`src/tct_pkg.sv`:
```
package tct_pkg;

    // parse contexts
    localparam logic [3:0] C_NONE        = 4'd0;
    localparam logic [3:0] C_SOL_OR_NAME = 4'd1;
    localparam logic [3:0] C_TAG_NAME    = 4'd2;
    localparam logic [3:0] C_TAG         = 4'd3;
    localparam logic [3:0] C_ATTR_NAME   = 4'd4;
    localparam logic [3:0] C_WS_OR_EQ    = 4'd5;
    localparam logic [3:0] C_WS_OR_VAL   = 4'd6;
    localparam logic [3:0] C_QVAL        = 4'd7;
    localparam logic [3:0] C_UVAL        = 4'd8;
    localparam logic [3:0] C_TAG_END     = 4'd9;
    localparam logic [3:0] C_COMMENT     = 4'd10;
    localparam logic [3:0] C_CDATA       = 4'd11;
    localparam logic [3:0] C_RAW_NONE    = 4'd12;

    // token kinds
    localparam logic [4:0] K_TEXT      = 5'd0;
    localparam logic [4:0] K_WS        = 5'd1;
    localparam logic [4:0] K_COM_START = 5'd2;
    localparam logic [4:0] K_COM_END   = 5'd3;
    localparam logic [4:0] K_CD_START  = 5'd4;
    localparam logic [4:0] K_CD_END    = 5'd5;
    localparam logic [4:0] K_TAG_START = 5'd6;
    localparam logic [4:0] K_TAG_NAME  = 5'd7;
    localparam logic [4:0] K_SOLIDUS   = 5'd8;
    localparam logic [4:0] K_TAG_CLOSE = 5'd9;
    localparam logic [4:0] K_ATTR_NAME = 5'd10;
    localparam logic [4:0] K_EQUAL     = 5'd11;
    localparam logic [4:0] K_Q_START   = 5'd12;
    localparam logic [4:0] K_Q_VALUE   = 5'd13;
    localparam logic [4:0] K_Q_END     = 5'd14;
    localparam logic [4:0] K_U_VALUE   = 5'd15;
    localparam logic [4:0] K_OTHER     = 5'd16;

    // span slots
    localparam logic [2:0] S_TAG     = 3'd0;
    localparam logic [2:0] S_ANAME   = 3'd1;
    localparam logic [2:0] S_AVAL    = 3'd2;
    localparam logic [2:0] S_COMMENT = 3'd3;
    localparam logic [2:0] S_CDATA   = 3'd4;
    localparam logic [2:0] S_RAW     = 3'd5;
    localparam int         N_SPANS   = 6;

    localparam logic [1:0] T_COMMENT = 2'd0;
    localparam logic [1:0] T_CDATA   = 2'd1;
    localparam logic [1:0] T_RAW     = 2'd2;

    localparam int MAX_PASSES = 4;

    typedef struct packed {
        logic [4:0]  token_kind;
        logic [31:0] token_start;
        logic [31:0] token_length;
        logic        rawtext_mode;
    } t_tok_in;

    typedef struct packed {
        logic [3:0]  context_code;
        logic [1:0]  tag_flags;
        logic [5:0]  span_valid_mask;
        logic [31:0] tag_name_start;
        logic [31:0] tag_name_length;
        logic [31:0] attr_name_start;
        logic [31:0] attr_name_length;
        logic [31:0] attr_value_start;
        logic [31:0] attr_value_length;
        logic [1:0]  text_kind;
        logic [31:0] text_start;
        logic [31:0] text_length;
    } t_res;

    // classified token, positions travel beside it
    typedef struct packed {
        logic [4:0] kind;
        logic       raw;
    } t_tok_cls;

    // narrow state carried through the dispatch chain
    typedef struct packed {
        logic [3:0] ctx;
        logic       sc;
        logic       qf;
        logic       vu;
        logic [1:0] ltk;
        logic [5:0] inval;
        logic       grow_en;
        logic [2:0] grow_sel;
        logic       grow_same;
    } t_ctx_st;

    typedef struct packed {
        t_ctx_st st;
        logic    again;
    } t_pass;

    function automatic t_ctx_st tct_grow(t_ctx_st st, logic [2:0] s, logic same);
        t_ctx_st r;
        r           = st;
        r.grow_en   = 1'b1;
        r.grow_sel  = s;
        r.grow_same = same;
        if (s >= S_COMMENT) begin
            r.ltk = 2'(s - S_COMMENT);
        end
        return r;
    endfunction

    // one dispatch pass of the context machine
    function automatic t_pass tct_pass(t_ctx_st st, logic [4:0] k, logic raw);
        t_pass r;
        r.st    = st;
        r.again = 1'b0;
        case (st.ctx)
            C_SOL_OR_NAME: begin
                if (k == K_SOLIDUS) begin
                    r.st.ctx = C_TAG_NAME;
                end else begin
                    r.st.ctx = (k == K_TAG_NAME) ? C_TAG_NAME : C_TAG;
                    r.again  = 1'b1;
                end
            end
            C_TAG_NAME: begin
                if (k == K_TAG_NAME) begin
                    r.st = tct_grow(st, S_TAG, 1'b1);
                end else if (k == K_WS) begin
                    r.st.ctx = C_TAG;
                end else if (k == K_TAG_CLOSE) begin
                    r.st.ctx = C_NONE;
                end else begin
                    r.st.ctx = C_TAG;
                    r.again  = 1'b1;
                end
            end
            C_TAG: begin
                if (k == K_TAG_CLOSE) begin
                    r.st.ctx = C_NONE;
                end else if (k == K_SOLIDUS) begin
                    r.st.ctx = C_TAG_END;
                end else if (k == K_ATTR_NAME) begin
                    r.st.ctx = C_ATTR_NAME;
                    r.st.inval[S_ANAME] = 1'b1;
                    r.st.inval[S_AVAL]  = 1'b1;
                    r.st.qf  = 1'b0;
                    r.again  = 1'b1;
                end else if (k == K_Q_START) begin
                    r.st.ctx = C_QVAL;
                    r.st.inval[S_ANAME] = 1'b1;
                    r.st.inval[S_AVAL]  = 1'b1;
                    r.st.qf  = 1'b1;
                end
            end
            C_ATTR_NAME: begin
                if (k == K_ATTR_NAME) begin
                    r.st = tct_grow(st, S_ANAME, 1'b1);
                end else if (k == K_EQUAL) begin
                    r.st.ctx = C_WS_OR_VAL;
                end else begin
                    r.st.ctx = (k == K_WS) ? C_WS_OR_EQ : C_TAG;
                    r.again  = 1'b1;
                end
            end
            C_WS_OR_EQ: begin
                if (k == K_EQUAL) begin
                    r.st.ctx = C_WS_OR_VAL;
                end else if (k != K_WS) begin
                    r.st.ctx = C_TAG;
                    r.again  = 1'b1;
                end
            end
            C_WS_OR_VAL: begin
                if (k == K_Q_START) begin
                    r.st.ctx = C_QVAL;
                    r.st.qf  = 1'b1;
                end else if (k != K_WS) begin
                    r.st.ctx = (k == K_U_VALUE) ? C_UVAL : C_TAG;
                    r.again  = 1'b1;
                end
            end
            C_QVAL: begin
                if (k == K_Q_VALUE) begin
                    r.st    = tct_grow(st, S_AVAL, !st.vu);
                    r.st.vu = 1'b0;
                end else begin
                    r.st.ctx = C_TAG;
                    r.again  = (k != K_Q_END);
                end
            end
            C_UVAL: begin
                if (k == K_U_VALUE) begin
                    r.st    = tct_grow(st, S_AVAL, st.vu);
                    r.st.vu = 1'b1;
                end else begin
                    r.st.ctx = C_TAG;
                    r.again  = 1'b1;
                end
            end
            C_TAG_END: begin
                if (k == K_TAG_CLOSE) begin
                    r.st.sc  = 1'b1;
                    r.st.ctx = C_NONE;
                end else begin
                    r.st.ctx = C_TAG;
                    r.again  = 1'b1;
                end
            end
            C_CDATA: begin
                if (k == K_CD_END) begin
                    r.st.ctx = C_NONE;
                end else if (k == K_TEXT) begin
                    r.st = tct_grow(st, S_CDATA, 1'b1);
                end
            end
            C_COMMENT: begin
                if (k == K_COM_END) begin
                    r.st.ctx = C_NONE;
                end else if (k == K_TEXT) begin
                    r.st = tct_grow(st, S_COMMENT, 1'b1);
                end
            end
            default: begin
                r.st.ctx = C_NONE;
                if (raw && k == K_TEXT) begin
                    r.st = tct_grow(r.st, S_RAW, 1'b1);
                end else if (k == K_TAG_START) begin
                    r.st.sc  = 1'b0;
                    r.st.ctx = C_SOL_OR_NAME;
                    r.st.inval[S_TAG] = 1'b1;
                end else if (k == K_COM_START) begin
                    r.st.ctx = C_COMMENT;
                    r.st.inval[S_COMMENT] = 1'b1;
                    r.st.ltk = T_COMMENT;
                end else if (k == K_CD_START) begin
                    r.st.ctx = C_CDATA;
                    r.st.inval[S_CDATA] = 1'b1;
                    r.st.ltk = T_CDATA;
                end
            end
        endcase
        return r;
    endfunction

endpackage

```
`src/tct_front.sv`:
```
module tct_front import tct_pkg::*; #(
    parameter int POS_WIDTH = 32
) (
    input  t_tok_in                i_tok,
    output t_tok_cls               o_cls,
    output logic [POS_WIDTH-1:0]   o_pos,
    output logic [POS_WIDTH-1:0]   o_len
);

    // unknown kinds fold onto "other"
    always_comb begin
        o_cls.kind = (i_tok.token_kind > K_OTHER) ? K_OTHER : i_tok.token_kind;
        o_cls.raw  = i_tok.rawtext_mode;
    end

    assign o_pos = POS_WIDTH'(i_tok.token_start);
    assign o_len = POS_WIDTH'(i_tok.token_length);

endmodule

```
`src/tct_fifo.sv`:
```
module tct_fifo #(
    parameter int WIDTH = 8,
    parameter int DEPTH = 2
) (
    input  logic             i_clk,
    input  logic             i_rst_n,
    input  logic             i_valid,
    output logic             o_ready,
    input  logic [WIDTH-1:0] i_data,
    output logic             o_valid,
    input  logic             i_ready,
    output logic [WIDTH-1:0] o_data
);

    localparam int PW = (DEPTH > 1) ? $clog2(DEPTH) : 1;
    localparam int CW = $clog2(DEPTH + 1);

    logic [WIDTH-1:0] r_mem [DEPTH];
    logic [PW-1:0]    r_wr_ptr;
    logic [PW-1:0]    r_rd_ptr;
    logic [CW-1:0]    r_count;
    logic             push;
    logic             pop;

    assign o_ready = (r_count != CW'(DEPTH));
    assign o_valid = (r_count != '0);
    assign o_data  = r_mem[r_rd_ptr];
    assign push    = i_valid && o_ready;
    assign pop     = o_valid && i_ready;

    always_ff @(posedge i_clk) begin
        if (!i_rst_n) begin
            r_wr_ptr <= '0;
            r_rd_ptr <= '0;
            r_count  <= '0;
        end else begin
            if (push) begin
                r_wr_ptr <= (r_wr_ptr == PW'(DEPTH - 1)) ? '0 : r_wr_ptr + 1'b1;
            end
            if (pop) begin
                r_rd_ptr <= (r_rd_ptr == PW'(DEPTH - 1)) ? '0 : r_rd_ptr + 1'b1;
            end
            if (push && !pop) begin
                r_count <= r_count + 1'b1;
            end else if (pop && !push) begin
                r_count <= r_count - 1'b1;
            end
        end
    end

    always_ff @(posedge i_clk) begin
        if (push) begin
            r_mem[r_wr_ptr] <= i_data;
        end
    end

endmodule

```
`src/tct_back.sv`:
```
module tct_back import tct_pkg::*; #(
    parameter int POS_WIDTH = 32
) (
    input  logic                 i_clk,
    input  logic                 i_rst_n,
    input  logic                 i_tok_valid,
    output logic                 o_tok_ready,
    input  t_tok_cls             i_cls,
    input  logic [POS_WIDTH-1:0] i_pos,
    input  logic [POS_WIDTH-1:0] i_len,
    output logic                 o_valid,
    input  logic                 i_ready,
    output t_res                 o_res
);

    logic [3:0]           r_ctx;
    logic                 r_sc;
    logic                 r_qf;
    logic                 r_vu;
    logic [1:0]           r_ltk;
    logic [5:0]           r_valid;
    logic [POS_WIDTH-1:0] r_begin [N_SPANS];
    logic [POS_WIDTH-1:0] r_size  [N_SPANS];
    logic                 r_out_valid;
    t_res                 r_res;

    logic [5:0]           n_valid;
    logic [POS_WIDTH-1:0] n_begin [N_SPANS];
    logic [POS_WIDTH-1:0] n_size  [N_SPANS];
    t_res                 n_res;

    t_ctx_st              st;
    logic                 tok_take;
    logic [5:0]           valid_mid;
    logic [POS_WIDTH-1:0] g_begin;
    logic [POS_WIDTH-1:0] g_size;
    logic [POS_WIDTH-1:0] g_end;
    logic [POS_WIDTH:0]   g_sum;
    logic                 g_restart;
    logic [1:0]           tk;
    logic [2:0]           tsel;

    assign o_tok_ready = !r_out_valid || i_ready;
    assign tok_take    = i_tok_valid && o_tok_ready;
    assign o_valid     = r_out_valid;
    assign o_res       = r_res;

    // bounded re-dispatch, unrolled
    always_comb begin
        t_ctx_st s;
        t_pass   p;
        logic    again;
        s       = '0;
        s.ctx   = r_ctx;
        s.sc    = r_sc;
        s.qf    = r_qf;
        s.vu    = r_vu;
        s.ltk   = r_ltk;
        again   = 1'b1;
        for (int n = 0; n < MAX_PASSES; n++) begin
            if (again) begin
                p     = tct_pass(s, i_cls.kind, i_cls.raw);
                s     = p.st;
                again = p.again;
            end
        end
        st = s;
    end

    // shared adders for the span being grown: end check and length sum
    always_comb begin
        valid_mid = r_valid & ~st.inval;
        g_begin   = r_begin[st.grow_sel];
        g_size    = r_size[st.grow_sel];
        g_end     = g_begin + g_size;
        g_sum     = {1'b0, g_size} + {1'b0, i_len};
        g_restart = !valid_mid[st.grow_sel] || !st.grow_same || (g_end != i_pos);
        n_valid   = valid_mid;
        for (int i = 0; i < N_SPANS; i++) begin
            n_begin[i] = r_begin[i];
            n_size[i]  = r_size[i];
        end
        if (st.grow_en) begin
            n_valid[st.grow_sel] = 1'b1;
            if (g_restart) begin
                n_begin[st.grow_sel] = i_pos;
                n_size[st.grow_sel]  = i_len;
            end else begin
                n_size[st.grow_sel] = g_sum[POS_WIDTH] ? '1 : g_sum[POS_WIDTH-1:0];
            end
        end
    end

    // snapshot of the state after this token
    always_comb begin
        tk   = (st.ltk > T_RAW) ? T_COMMENT : st.ltk;
        tsel = S_COMMENT + 3'(tk);
        n_res.context_code    = (st.ctx == C_NONE && i_cls.raw) ? C_RAW_NONE : st.ctx;
        n_res.tag_flags       = {st.qf, st.sc};
        n_res.span_valid_mask = n_valid;
        n_res.tag_name_start    = n_valid[S_TAG]   ? 32'(n_begin[S_TAG])   : '0;
        n_res.tag_name_length   = n_valid[S_TAG]   ? 32'(n_size[S_TAG])    : '0;
        n_res.attr_name_start   = n_valid[S_ANAME] ? 32'(n_begin[S_ANAME]) : '0;
        n_res.attr_name_length  = n_valid[S_ANAME] ? 32'(n_size[S_ANAME])  : '0;
        n_res.attr_value_start  = n_valid[S_AVAL]  ? 32'(n_begin[S_AVAL])  : '0;
        n_res.attr_value_length = n_valid[S_AVAL]  ? 32'(n_size[S_AVAL])   : '0;
        n_res.text_kind   = tk;
        n_res.text_start  = n_valid[tsel] ? 32'(n_begin[tsel]) : '0;
        n_res.text_length = n_valid[tsel] ? 32'(n_size[tsel])  : '0;
    end

    always_ff @(posedge i_clk) begin
        if (!i_rst_n) begin
            r_ctx       <= C_NONE;
            r_sc        <= 1'b0;
            r_qf        <= 1'b0;
            r_vu        <= 1'b0;
            r_ltk       <= T_COMMENT;
            r_valid     <= '0;
            r_out_valid <= 1'b0;
        end else begin
            if (tok_take) begin
                r_ctx       <= st.ctx;
                r_sc        <= st.sc;
                r_qf        <= st.qf;
                r_vu        <= st.vu;
                r_ltk       <= st.ltk;
                r_valid     <= n_valid;
                r_out_valid <= 1'b1;
            end else if (i_ready) begin
                r_out_valid <= 1'b0;
            end
        end
    end

    always_ff @(posedge i_clk) begin
        if (tok_take) begin
            r_begin <= n_begin;
            r_size  <= n_size;
            r_res   <= n_res;
        end
    end

    a_comment_text_kind: assert property (@(posedge i_clk) disable iff (!i_rst_n)
        (r_ctx == C_COMMENT) |-> (r_ltk == T_COMMENT))
        else $error("comment context without comment as last text span");

    a_cdata_text_kind: assert property (@(posedge i_clk) disable iff (!i_rst_n)
        (r_ctx == C_CDATA) |-> (r_ltk == T_CDATA))
        else $error("cdata context without cdata as last text span");

    a_qval_flag: assert property (@(posedge i_clk) disable iff (!i_rst_n)
        (r_ctx == C_QVAL) |-> r_qf)
        else $error("quoted value context with quoted flag clear");

    a_grow_valid: assert property (@(posedge i_clk) disable iff (!i_rst_n)
        (tok_take && st.grow_en) |=> r_valid[$past(st.grow_sel)])
        else $error("grown span not marked valid");

endmodule

```
`src/html_token_context_tracker.sv`:
```
// A token accepted at the input is written into the queue; the back stage takes it from
// the queue head and registers its snapshot in the output register that drives o_out.
// Throughput: one token per cycle unless the output stalls; the context chain of up to
// four passes and the span growth adders sit in the back stage, a two-beat queue
// parts the stage from the input. The output register takes a new beat in the cycle its
// current one is taken. Reset (synchronous, active low) empties the queue and output,
// sets context to none, clears the flags and marks all six spans invalid.
module html_token_context_tracker import tct_pkg::*; #(
    parameter int POS_WIDTH = 32
) (
    input  logic    i_clk,
    input  logic    i_rst_n,
    input  logic    i_in_valid,
    output logic    o_in_ready,
    input  t_tok_in i_in,
    output logic    o_out_valid,
    input  logic    i_out_ready,
    output t_res    o_out
);

    localparam int QW = $bits(t_tok_cls) + 2 * POS_WIDTH;

    t_tok_cls             f_cls;
    logic [POS_WIDTH-1:0] f_pos;
    logic [POS_WIDTH-1:0] f_len;
    logic [QW-1:0]        q_data;
    logic                 q_valid;
    logic                 q_ready;
    t_tok_cls             b_cls;
    logic [POS_WIDTH-1:0] b_pos;
    logic [POS_WIDTH-1:0] b_len;

    tct_front #(.POS_WIDTH(POS_WIDTH)) u_front (
        .i_tok (i_in),
        .o_cls (f_cls),
        .o_pos (f_pos),
        .o_len (f_len)
    );

    tct_fifo #(.WIDTH(QW), .DEPTH(2)) u_queue (
        .i_clk   (i_clk),
        .i_rst_n (i_rst_n),
        .i_valid (i_in_valid),
        .o_ready (o_in_ready),
        .i_data  ({f_cls, f_pos, f_len}),
        .o_valid (q_valid),
        .i_ready (q_ready),
        .o_data  (q_data)
    );

    assign {b_cls, b_pos, b_len} = q_data;

    tct_back #(.POS_WIDTH(POS_WIDTH)) u_back (
        .i_clk       (i_clk),
        .i_rst_n     (i_rst_n),
        .i_tok_valid (q_valid),
        .o_tok_ready (q_ready),
        .i_cls       (b_cls),
        .i_pos       (b_pos),
        .i_len       (b_len),
        .o_valid     (o_out_valid),
        .i_ready     (i_out_ready),
        .o_res       (o_out)
    );

endmodule

```
`config.mk`:
```
export PLATFORM = sky130hd
export DESIGN_NAME = html_token_context_tracker
export DESIGN_NICKNAME = d
export VERILOG_FILES = /design/src/tct_pkg.sv /design/src/tct_front.sv /design/src/tct_fifo.sv /design/src/tct_back.sv /design/src/html_token_context_tracker.sv
export SDC_FILE = /design/constraint.sdc
export NUM_CORES = 2
export LEC_CHECK = 0
export ABC_AREA = 1
export BUFFER_PORTS_ARGS = -buffer_cell sky130_fd_sc_hd__buf_4
export CAP_MARGIN = 20
export CORE_UTILIZATION = 62
export CTS_CLUSTER_SIZE = 8
export DETAILED_ROUTE_END_ITERATION = 10
export MAX_ROUTING_LAYER = met4
export PLACE_DENSITY = 0.82
export SKIP_LAST_GASP = 1
export SLEW_MARGIN = 10
export SYNTH_ARGS = -nofsm -noshare
export SYNTH_HDL_FRONTEND = slang
export SYNTH_HIERARCHICAL = 1
export SYNTH_SLANG_ARGS = --single-unit
```
`constraint.sdc`:
```
create_clock -name i_clk -period 24.6 [get_ports i_clk]
set_input_delay 1.23 -clock i_clk [delete_from_list [all_inputs] [get_ports i_clk]]
set_output_delay 1.23 -clock i_clk [all_outputs]
set_load 0.1 [all_outputs]
```
Yosys cells after proc, flatten, opt, wreduce, memory -nomap -nowiden
Memories as Yosys holds them, arrays and structs flattened. A register that Yosys moved wholly into a read port is not among the register bits.
Index checks and enable logic that the tools add are counted.
Storage, ports and cells
  latch bits: 0
  memories kept: 1
  memory bits (writable): 140
  ROM bits: 0
  output and inout port bits: 272
  flip-flop bits (word level): 674
Memory list
  u_queue.r_mem: words 2, width 70, read ports 1, clocked after memory_dff 1, wr ports 1, RTL line tct_fifo.sv:18  | logic [WIDTH-1:0] r_mem [DEPTH];
Cells by class
  multipliers: 0
  $lt $le $gt $ge: 8
  shift operators: 0
  bitwise gates (word level): 5
  add/subtract/negate cells: 7
  muxes and demuxes: 289
  equal/unequal tests: 62
  reductions and logical operators: 35
  divide/modulo/power cells: 0
Operators by type and width (number)
  $mux 192: 4
  $bwmux 192: 3
  $bmux 32 s3: 4
  $pmux 6 s7: 8
  $mux 32: 10
  $mux 4: 63
  $mux 13: 14
  $pmux 4 s11: 4
  $mux 20: 7
  $mux 16: 8
  $mux 14: 8
  $demux 32 s3: 1
  $mux 2: 45
  $mux 5: 18
  $mux 1: 72
  $eq 4x3->1 const B: 16
  $eq 4x4->1 const B: 16
  $pmux 1 s8: 7
  $pmux 2 s7: 4
  $pmux 1 s9: 4
  $eq 5x4->1 const B: 7
  $add 32x32->33: 1
  $add 32x32->32: 1
  $eq 4x2->1 const B: 8
  36 further kinds: 73

Logic depth before layout (Yosys ltp)
  depth in word-level cells: 37
  mapped depth: 70

Cells and area by module
The synthesis kept the hierarchy.
By module, submodules not included
  tct_back: seq. area each 19959.1 um2, area an instance 41337.1 um2, times used 1, cells an instance 5204
  tct_fifo: seq. area each 4304.1 um2, area an instance 5646.7 um2, times used 1, cells an instance 255
  tct_front: seq. area each 0.0 um2, area an instance 535.5 um2, times used 1, cells an instance 77

Worst setup path before layout
No wires, ideal clock.
  path kind: input to register
  start: in i_out_ready
  end: reg u_back.r_ctx[0]
  stages: 6
  setup slack: 3825 ps
  setup time: 829 ps
  buffers on the path: 1
  arrival: 19946 ps
  cell sequence: inv_1 nand2_1 nand2_1 inv_1 clkbuf_1 a21oi_1
Between the ends
  cells in the longest elaborated chain, start to end: 2
RTL lines
  start, declared: RTL line html_token_context_tracker.sv:17  | input logic i_out_ready,
  $logic_or 1x1->1: RTL line tct_back.sv:43  | assign o_tok_ready = !r_out_valid || i_ready;
  via q_ready: RTL line html_token_context_tracker.sv:28  | logic q_ready;
  $logic_and 1x1->1: RTL line tct_back.sv:44  | assign tok_take = i_tok_valid && o_tok_ready;
  via u_back.tok_take: RTL line tct_back.sv:33  | logic tok_take;
  end signal, assigned: RTL line tct_back.sv:123  | r_ctx <= st.ctx;
  end, declared: RTL line tct_back.sv:16  | logic [3:0] r_ctx;
The timed path passes the listed nets, and every way through them passes these cells.
A chain may end at the register's enable or synchronous reset.

==> results.md <==
* Core area at 0.0759 mm²
* Hold Violations, Final at 0
* Area of the multi-input gates at about 0.020 mm²
* Dominant synthesized flop cell: edfxtp_1
* Fin worst setup slack at 8.76 ns
* Most frequent cells in the layout: nand2_1 (1447), edfxtp_1 (794), nand3_1 (570)
* Netlist cell types at between 50 and 60
* Gpl congestion at 0.990
* Initial antenna violation count at 0
* CTS Root Cell: clkbuf_16
* Cts hold-fix bufs at 0
* Die ar. at 0.0778 mm²
* First-pass iteration count of the detailed router at 8
* Starting density of the core at between 60 and 70%
* Grt total ovfl at 0
* Crit path launch type: flip-flop
* Drt initial violations at roughly 7000
* Syn avg cell area at between 8 and 9 µm²
* # Post-CTS Setup Buffers at 0
* Area Overhead vs Synth at 11.6%
* Leading area contributor after synthesis: edfxtp_1
* Hold crit path type: flip-flop to flip-flop
* Sum of negative setup slack at 0 ns
* Share of the synthesized area in the top cell type at 50.2%
* PostCTS Resize Cnt at 0
* CP arrival at approximately 16 ns
* Vias in the first global route at 40100
* EDFF count, synth at around 800
* Share of cells above drive strength 1 at 13.2%
* Setup Viol. Count Final at 0
* Sequential area share after synthesis at between 50% and 60%
* Clock Path Buffers at 3
* Pin count of the biggest net entering global routing at between 200 and 250
* RSZ-0062 raised after global routing: false
* Final WL at ~160000 µm
* Register area at between 0.02 and 0.025 mm²
* Slew Viols, Final at 0
* Maximum fanout along the worst path at 219
* Synth warn at 6
* Final min period at ~16 ns
* Final ANT Viol Nets at 0
* Slew headroom at 12.0%
* Register-to-Register Path Depth at 55
* Mean routed wirelength per cell at approximately 23 µm
* Synthesized net count at between 5000 and 6000
* Async set-reset flop share out of synthesis at 0%
* Area post-placement at around 0.05 mm²
* # diodes at 0
* Slew @ Worst Pin at around 1.3 ns
* Mapped Cells at ~5500
* Final period util at 64.4%
* CTS Buf Count at 111
* DRC viols at 0
* H-tree levels at 3
* Post-layout nets at 5824
* CP max-delay cell: buf_4
* GRT Total Usage at 40.4%
* Design Area, Final at between 0.05 and 0.06 mm²
* Via Count at about 43000
* Port bufs at about 350
* WP data required at 24.97 ns
* Clock sink total at approximately 800
* Dpl hpwl at 99400 µm
* Synth Register Bits at a little over 800
* Fmax at 0.0631 GHz
* CTS tree: built
* Core Rows at approximately 100
* Die Wd at around 280 µm
* CP endpoint kind: flip-flop
* Clock transition at the registers of the reported paths at 0.05 ns
* Via density at between 6 and 7
* Status: completed
* Most common cell after layout, fill and taps aside: nand2_1
* Most frequent CP cell: nand2_1
* Fill count at 5758
* Die outline height at between 200 and 300 µm
* Synth area leaders: edfxtp_1 (50%), nand2_1 (11%), nand3_1 (6.0%)
* Post-Synthesis Cell Area at about 0.048 mm²
* Worst stage delay on the critical path at 0.87 ns
* Max cap viols at 0
* I/O pin total at between 300 and 400
* Dpl ws at a little over 9 ns
* First-pass GRT wire length at between 200000 and 250000 µm
* Max Clock Skew at around 0.036 ns
* Worst Path Class, Setup: flip-flop to flip-flop
* Hold Crit Depth at 2
* Skew-Pair Late Insertion Delay at ~0.68 ns
## worst paths after layout
path                                       from                             end  slack (ns)
setup / recovery                      flip-flop  u_back/o_res[33]$_SDFFCE_PN0P_        8.76
hold / removal    u_queue/r_rd_ptr$_SDFFE_PN0P_   u_queue/r_rd_ptr$_SDFFE_PN0P_        0.51
setup reg to reg                      flip-flop  u_back/o_res[33]$_SDFFCE_PN0P_        8.76
hold reg to reg   u_queue/r_rd_ptr$_SDFFE_PN0P_   u_queue/r_rd_ptr$_SDFFE_PN0P_        0.51
## routing by layer
layer  wire length [µm]  track usage (%)
met5                  0                -
met4               8720             19.9
met3              20800             8.22
met2              70300             61.2
met1              56700             51.9
## logic make-up after synthesis
| group | after synthesis | share of synthesized area (%) |
|---|---|---|
| AND/OR/NAND/NOR | 2711 | 24.7 |
| AO/OA/AOI/OAI | 963 | 11.3 |
| buffers and inverters | 849 | 7.78 |
| flip-flops | 815 | 51.1 |
| adder cells (fa/ha/maj) | 71 | 1.90 |
| multiplexers | 70 | 2.21 |
| XOR/XNOR | 57 | 1.05 |
## synthesized netlist by cell type, types with 5 or more instances
library cell	instances
nand3_1	570
nand3b_1	75
buf_4	80
mux2_4	70
nand3_2	5
nor2_1	425
a21boi_0	65
o21ai_1	176
o211ai_1	22
nor3b_1	28
o22ai_1	88
o21ai_0	217
buf_2	45
a211oi_1	7
nand4_1	18
xor2_1	40
clkbuf_1	197
or2_2	80
xnor2_1	17
inv_2	17
o31ai_1	6
a22oi_1	6
inv_1	457
a221oi_1	18
a31oi_1	5
a21oi_1	317
nand2_1	1455
buf_12	7
nor3_1	13
nand2_2	18
nor2_2	10
o2111ai_1	9
dfxtp_1	21
a21o_1	5
edfxtp_1	794
buf_1	37
ha_1	69
buf_6	5
o221ai_1	7
## sequential cells by signal, indices dropped and copies added, names as in the netlist, 2 cells and up, named ones only
name / cells
u_back/r_begin: 192
u_back/o_res: 270
u_queue/r_count: 2
u_back/r_ctx: 4
u_queue/r_mem: 140
u_back/r_valid: 6
u_back/r_size: 192
u_back/r_ltk: 2
## stage by stage
stage / hold WS (ns) / util, % / cells
3_5_place_dp: 0.489 / 65.9 / 6595
5_1_grt: 0.520 / 69.8 / 6722
4_1_cts: 0.506 / 69.8 / 6721
2_1_floorplan: 0.455 / - / 5536
3_3_place_gp: 0.480 / 65.9 / 6595
6_report: 0.514 / 69.8 / 6722
## worst max-delay path, delay by kind of cell (launching register included)
family          cells  cell delay, ns
mux                 1            0.38
simple gates       26            5.48
fa+ha+maj           2            0.65
flops               1            0.72
xor+xnor            1            0.11
buf+inv            12            4.96
compound gates     13            2.96
## area by class of cell
type	instances	area share, %
Timing Repair Buffer	403	5.75
Clock buffer	120	5.30
Sequential cell	815	45.8
Inverter	476	3.41
Multi-Input combinational cell	3872	37.1
Tap cell	1030	2.43
Clock inverter	6	0.255
Power is left out: the tool's default activity adds up to more than one toggle a clock period on the data nets, which glitch-free logic cannot reach.
